**src/rtl/core/sbusfd_pkg.sv**
```systemverilog
// Shared types and constants for the SBUS frame decoder.
package sbusfd_pkg;

	localparam logic [7:0] START_BYTE   = 8'h0F;
	localparam int         PAYLOAD_LEN  = 22;
	localparam int         NUM_CHANNELS = 16;
	localparam int         CHAN_W       = 11;
	localparam int         PAYLOAD_BITS = PAYLOAD_LEN * 8;
	localparam int         FLAG_LOST    = 2;
	localparam int         FLAG_FS      = 3;
	localparam logic [7:0] END_BYTE_A   = 8'h04;
	localparam logic [7:0] END_BYTE_B   = 8'h14;
	localparam logic [7:0] END_BYTE_C   = 8'h24;
	localparam logic [7:0] END_BYTE_D   = 8'h34;
	localparam int         CNT_W        = $clog2(PAYLOAD_LEN + 1);
	localparam int         IDX_W        = $clog2(NUM_CHANNELS);

	typedef enum logic [1:0] {
		PH_HUNT,
		PH_PAYLOAD,
		PH_FLAGS,
		PH_END
	} phase_t;

	typedef struct packed {
		logic                    load;
		logic                    failsafe;
		logic [PAYLOAD_BITS-1:0] bits;
	} frame_t;

endpackage

```
**src/rtl/core/sbus_frame_decoder.sv**
```systemverilog
// SBUS frame decoder top level: byte parser and channel result emitter.
//
//  channel | signals                          | beat
//  --------+----------------------------------+------------------------------------
//  in      | in_valid, in_stall, byte_value   | one received byte
//  out     | out_valid, out_stall,            | one channel: index, 11-bit value,
//          | channel_index, channel_value,    | failsafe flag, last marker
//          | failsafe_active, last_channel    |
//
// One input byte per cycle while in_stall is low. A good frame is copied on its end byte into an
// output shift register that yields 16 beats, one per cycle while out_stall is low.
// The end byte of a following frame is held (in_stall) while those beats are
// still pending; all other bytes are taken at once.
// Reset clears the parse phase, the byte count and the output valid.
module sbus_frame_decoder (
	input  logic                          clk,
	input  logic                          arst_n,
	input  logic                          in_valid,
	output logic                          in_stall,
	input  logic [7:0]                    byte_value,
	output logic                          out_valid,
	input  logic                          out_stall,
	output logic [3:0]                    channel_index,
	output logic [10:0]                   channel_value,
	output logic                          failsafe_active,
	output logic                          last_channel
);

	sbusfd_pkg::frame_t                       frame;
	logic                                     busy_q;
	logic [sbusfd_pkg::IDX_W-1:0]             ch_q;
	logic [sbusfd_pkg::PAYLOAD_BITS-1:0]      shift_q;
	logic                                     fs_q;
	logic                                     out_fire;
	logic                                     is_last;

	sbusfd_parse u_parse (
		.clk        (clk),
		.arst_n     (arst_n),
		.in_valid   (in_valid),
		.in_stall   (in_stall),
		.byte_value (byte_value),
		.emit_busy  (busy_q),
		.frame      (frame)
	);

	assign is_last  = (ch_q == sbusfd_pkg::IDX_W'(sbusfd_pkg::NUM_CHANNELS - 1));
	assign out_fire = busy_q && !out_stall;

	always_ff @(posedge clk or negedge arst_n) begin
		if (!arst_n) begin
			busy_q <= 1'b0;
			ch_q   <= '0;
		end else begin
			if (frame.load) begin
				busy_q <= 1'b1;
				ch_q   <= '0;
			end else if (out_fire) begin
				busy_q <= !is_last;
				ch_q   <= ch_q + 1'b1;
			end
		end
	end

	always_ff @(posedge clk) begin
		if (frame.load) begin
			shift_q <= frame.bits;
			fs_q    <= frame.failsafe;
		end else if (out_fire) begin
			shift_q <= shift_q >> sbusfd_pkg::CHAN_W;
		end
	end

	assign out_valid       = busy_q;
	assign channel_index   = ch_q;
	assign channel_value   = shift_q[sbusfd_pkg::CHAN_W-1:0];
	assign failsafe_active = fs_q;
	assign last_channel    = is_last;

endmodule

```
**src/rtl/core/sbusfd_parse.sv**
```systemverilog
// Byte parser: start hunt, payload shift line, flags and end-byte check.
module sbusfd_parse (
	input  logic                  clk,
	input  logic                  arst_n,
	input  logic                  in_valid,
	output logic                  in_stall,
	input  logic [7:0]            byte_value,
	input  logic                  emit_busy,
	output sbusfd_pkg::frame_t    frame
);

	sbusfd_pkg::phase_t                 phase_q;
	sbusfd_pkg::phase_t                 phase_d;
	logic [sbusfd_pkg::CNT_W-1:0]       count_q;
	logic [sbusfd_pkg::CNT_W-1:0]       count_d;
	logic [7:0]                         pay_q [sbusfd_pkg::PAYLOAD_LEN];
	logic [7:0]                         flags_q;
	logic                               fire;
	logic                               end_ok;

	assign in_stall = (phase_q == sbusfd_pkg::PH_END) && emit_busy;
	assign fire     = in_valid && !in_stall;

	assign end_ok = (byte_value == sbusfd_pkg::END_BYTE_A) ||
	                (byte_value == sbusfd_pkg::END_BYTE_B) ||
	                (byte_value == sbusfd_pkg::END_BYTE_C) ||
	                (byte_value == sbusfd_pkg::END_BYTE_D);

	always_ff @(posedge clk or negedge arst_n) begin
		if (!arst_n) begin
			phase_q <= sbusfd_pkg::PH_HUNT;
			count_q <= '0;
		end else begin
			phase_q <= phase_d;
			count_q <= count_d;
		end
	end

	always_comb begin
		for (int i = 0; i < sbusfd_pkg::PAYLOAD_LEN; i++) begin
			frame.bits[i*8 +: 8] = pay_q[i];
		end
		frame.failsafe = flags_q[sbusfd_pkg::FLAG_FS];
		phase_d    = phase_q;
		count_d    = count_q;
		frame.load = 1'b0;
		if (fire) begin
			unique case (phase_q)
				sbusfd_pkg::PH_HUNT: begin
					if (byte_value == sbusfd_pkg::START_BYTE) begin
						count_d = '0;
						phase_d = sbusfd_pkg::PH_PAYLOAD;
					end
				end
				sbusfd_pkg::PH_PAYLOAD: begin
					count_d = count_q + 1'b1;
					if (count_d >= sbusfd_pkg::CNT_W'(sbusfd_pkg::PAYLOAD_LEN)) begin
						phase_d = sbusfd_pkg::PH_FLAGS;
					end
				end
				sbusfd_pkg::PH_FLAGS: begin
					phase_d = sbusfd_pkg::PH_END;
				end
				sbusfd_pkg::PH_END: begin
					phase_d    = sbusfd_pkg::PH_HUNT;
					frame.load = end_ok && !flags_q[sbusfd_pkg::FLAG_LOST];
				end
				default: begin
					phase_d = sbusfd_pkg::PH_HUNT;
				end
			endcase
		end
	end

	always_ff @(posedge clk) begin
		if (fire && phase_q == sbusfd_pkg::PH_PAYLOAD) begin
			for (int i = 0; i < sbusfd_pkg::PAYLOAD_LEN - 1; i++) begin
				pay_q[i] <= pay_q[i+1];
			end
			pay_q[sbusfd_pkg::PAYLOAD_LEN-1] <= byte_value;
		end
		if (fire && phase_q == sbusfd_pkg::PH_FLAGS) begin
			flags_q <= byte_value;
		end
	end

endmodule

```
**config.mk**
```make
export PLATFORM = sky130hd
export DESIGN_NAME = sbus_frame_decoder
export DESIGN_NICKNAME = d
export VERILOG_FILES = /design/src/rtl/core/sbusfd_pkg.sv /design/src/rtl/core/sbus_frame_decoder.sv /design/src/rtl/core/sbusfd_parse.sv
export SDC_FILE = /design/constraint.sdc
export NUM_CORES = 1
export LEC_CHECK = 0
export BUFFER_PORTS_ARGS = -buffer_cell sky130_fd_sc_hd__buf_4
export CORE_MARGIN = 10
export CORE_UTILIZATION = 45
export CTS_CLUSTER_SIZE = 14
export DETAILED_ROUTE_END_ITERATION = 6
export HOLD_SLACK_MARGIN = 0.12
export PLACE_DENSITY = 0.62
export SYNTH_ARGS = -nofsm -noshare
export SYNTH_HDL_FRONTEND = slang
export SYNTH_HIERARCHICAL = 1
export SYNTH_SLANG_ARGS = --single-unit
```
**constraint.sdc**
```tcl
create_clock -name clk -period 17.99 [get_ports clk]
set_input_delay 2.6985 -clock clk [delete_from_list [all_inputs] [get_ports clk]]
set_output_delay 2.6985 -clock clk [all_outputs]
set_load 0.02 [all_outputs]
```
==> flow_summary.yaml <==
die:
  ios: 31
  core_sq_um: 30600
  rows: 64
  die_area_sq_um: 38400
  fp.dieH_um: 196
  die_x_um: 196
  start_util_pct: 45.5
grt:
  antenna_found_initial: 0
  grt_use_total_pct: 9.81
  grt_first_pass_wirelength_mm: 31.2
  overflow: 0
  first_global_vias: 6061
  grt_max_degree: 178
critical_path:
  critPathLaunchType: "input pin"
  cp_max_fo: 79
  critPathArrivalTime_ns: 5.97
  crit_slowest_cell: "buf_4"
  crit_chain: "buf_4 > nor4_1 > nand2_1 > nor3_2 > nand2b_4 > buf_4 > buf_4"
  worst-path-buf-inv: 3
  cp.required_ns: 18.11
  end_kind: "register"
  worstSetupPathType: "input pin to register"
  cpLargestDelayFamily: "buffers and inverters"
  path_common_cell: "buf_4"
  critPathMaxStageDelay_ns: 0.90
routing:
  vias_per_cell: 4.99
  drc_errors: 0
  firstDrtPassIters: 4
  detail_route.wl_per_cell_um: 17.1
  drt-initial-drc-count: 335
  wl_mm: 19.0
  vias: 5524
  drtAntennaViolNets: 0
job:
  max_cap_violations: 0
layout:
  syn2layout_area_growth_pct: 11.9
  final_common_cell: "edfxtp_1"
  fill_cells: 2463
  final_cells: 1108
  multi_input_area_sq_um: 2680
  fin_area_sq_um: 15600
  num_antenna_cells: 0
  regArea_sq_um: 11000
  drive_gt1_share_pct: 36.1
  nNetsFinal: 704
  layout_common_cells: "edfxtp_1, mux2_2, mux2_4"
timing:
  hold-worst-slack_ns: 0.425
  fin_crit_sh_pct: 32.5
  fin_setup_tns_ns: 0
  finalCriticalPeriod_ns: 5.84
  fin_ws_ns: 12.15
  rsz0062_at_grt: "no"
  hold_viol_final: 0
  clock.fmax_mhz: 171
  tightest_slew_ns: 1.18
  fin_skew_ns: 0.0155
  maxSlewViolCount: 0
  slew_headroom_pct: 21.1
  finalSetupViolCount: 0
power:
  vdd_ir_drop_max_v: 0.0000793
  leakage_nw: 5.20
  power_density_nw_per_um2: 126
clock_tree:
  path_clk_slew_ns: 0.06
  h-tree-depth: 2
  insertion_delay_ns: 0.51
  cts_max_path_buffers: 3
  cts.sinks: 367
  cts_tree: "built"
  numCtsBuffers: 37
  cts_hold_buffers: 0
  cts_root_buffer: "clkbuf_16"
  post-cts-setup-buffer-count: 0
  cts_resized: 0
synthesis:
  synth-edff-count: 355
  ys_ff_latch: 367
  synth-main-ff-cell: "edfxtp_1"
  yosys.area.top_type: "edfxtp_1"
  async_flop_share_pct: 3.27
  yosys-top-cells-area: "edfxtp_1, mux2_4, mux2_2"
  yosys.cell_types.count: 37
  yosysTopAreaCellShare_pct: 76.5
  syn_area_per_cell_sq_um: 21.7
  synth_nets: 662
  synthCells: 643
  seq_area_frac_synth_pct: 78.7
  synth_warnings: 6
  syn_area_sq_um: 13900
placed_design:
  gp_congestion: 0.760
  place_ws_ns: 11.49
  place_area_sq_um: 14400
  port_buffers: 30
  dp_hpwl_mm: 10.3
  dp.cells: 1042
hold_path:
  min_path_type: "register to register"
status:
  status: "finished clean"
==> registers in the layout, summed over array words and instances (netlist names) <==
| name | flops |
|---|---|
| channel_index | 4 |
| failsafe_active | 1 |
| out_valid | 1 |
| shift_q | 176 |
| u_parse/count_q | 5 |
| u_parse/flags_q | 2 |
| u_parse/pay_q | 176 |
| u_parse/phase_q | 2 |
==> per-layer routing <==
metal	track usage (%)	share of wire (%)	vias up
met3	2.42	3.8	37
met4	3.73	2.5	0
met1	11.3	41	2821
met2	17.2	53	77
li1	-	-	2589
met5	0	0	-
==> cell families after synthesis <==
kind of cell | share of synthesized area, %
XOR/XNOR | 0.189
multiplexers | 15.5
buffers and inverters | 2.18
adder cells (fa/ha/maj) | 0.629
AND/OR/NAND/NOR | 1.77
flip-flops | 78.7
AO/OA/AOI/OAI | 1.03
==> per-stage QoR <==
step	util, %	total power [mW]
2_1_floorplan	-	1.22
3_3_place_gp	47.2	1.25
3_5_place_dp	47.2	1.26
4_1_cts	50.9	1.99
5_1_grt	50.9	2.04
6_report	50.9	1.96
==> cells in the mapped netlist (2+ instances only) <==
cell type,number
buf_4,12
a21o_1,2
buf_2,9
o21ai_0,5
ha_1,7
inv_1,7
and2_1,14
mux2_4,74
mux2_2,92
nand3_1,4
a21oi_1,3
xor2_1,3
buf_6,3
nand2_1,6
dfrtp_1,12
nor2_1,5
nand2b_1,5
buf_8,7
edfxtp_1,355
==> power breakdown <==
group	total, mW	internal (mW)	switching, mW
logic	0.123	0.0396	0.0833
registers	1.12	1.07	0.0464
clock network	0.721	0.423	0.297
total	1.96	1.53	0.427
==> final timing paths <==
path	startpoint	to	slack, ns	depth (start not counted)
hold reg to reg	u_parse/flags_q[3]$_DFFE_PP_	failsafe_active$_DFFE_PP_	0.43	0
setup reg to reg	u_parse/phase_q[0]$_DFFE_PN0P_	shift_q[8]$_DFFE_PP_	13.84	7
max in group asynchronous	arst_n	u_parse/count_q[1]$_DFFE_PN0P_	15.81	1
hold / removal	u_parse/flags_q[3]$_DFFE_PP_	failsafe_active$_DFFE_PP_	0.43	0
setup / recovery	byte_value[0]	shift_q[8]$_DFFE_PP_	12.15	7
min in group asynchronous	arst_n	channel_index[1]$_DFFE_PN0P_	2.03	1
==> layout make-up <==
type	instances	share of cell area, %
repair buffers	35	1.77
flip-flops and latches	367	70.4
inverters	7	0.169
clock inverters	20	0.924
multi-input cells	237	17.2
well taps	396	3.18
clock buffers	46	6.43
No activity file was read; power rests on OpenSTA's default activity.
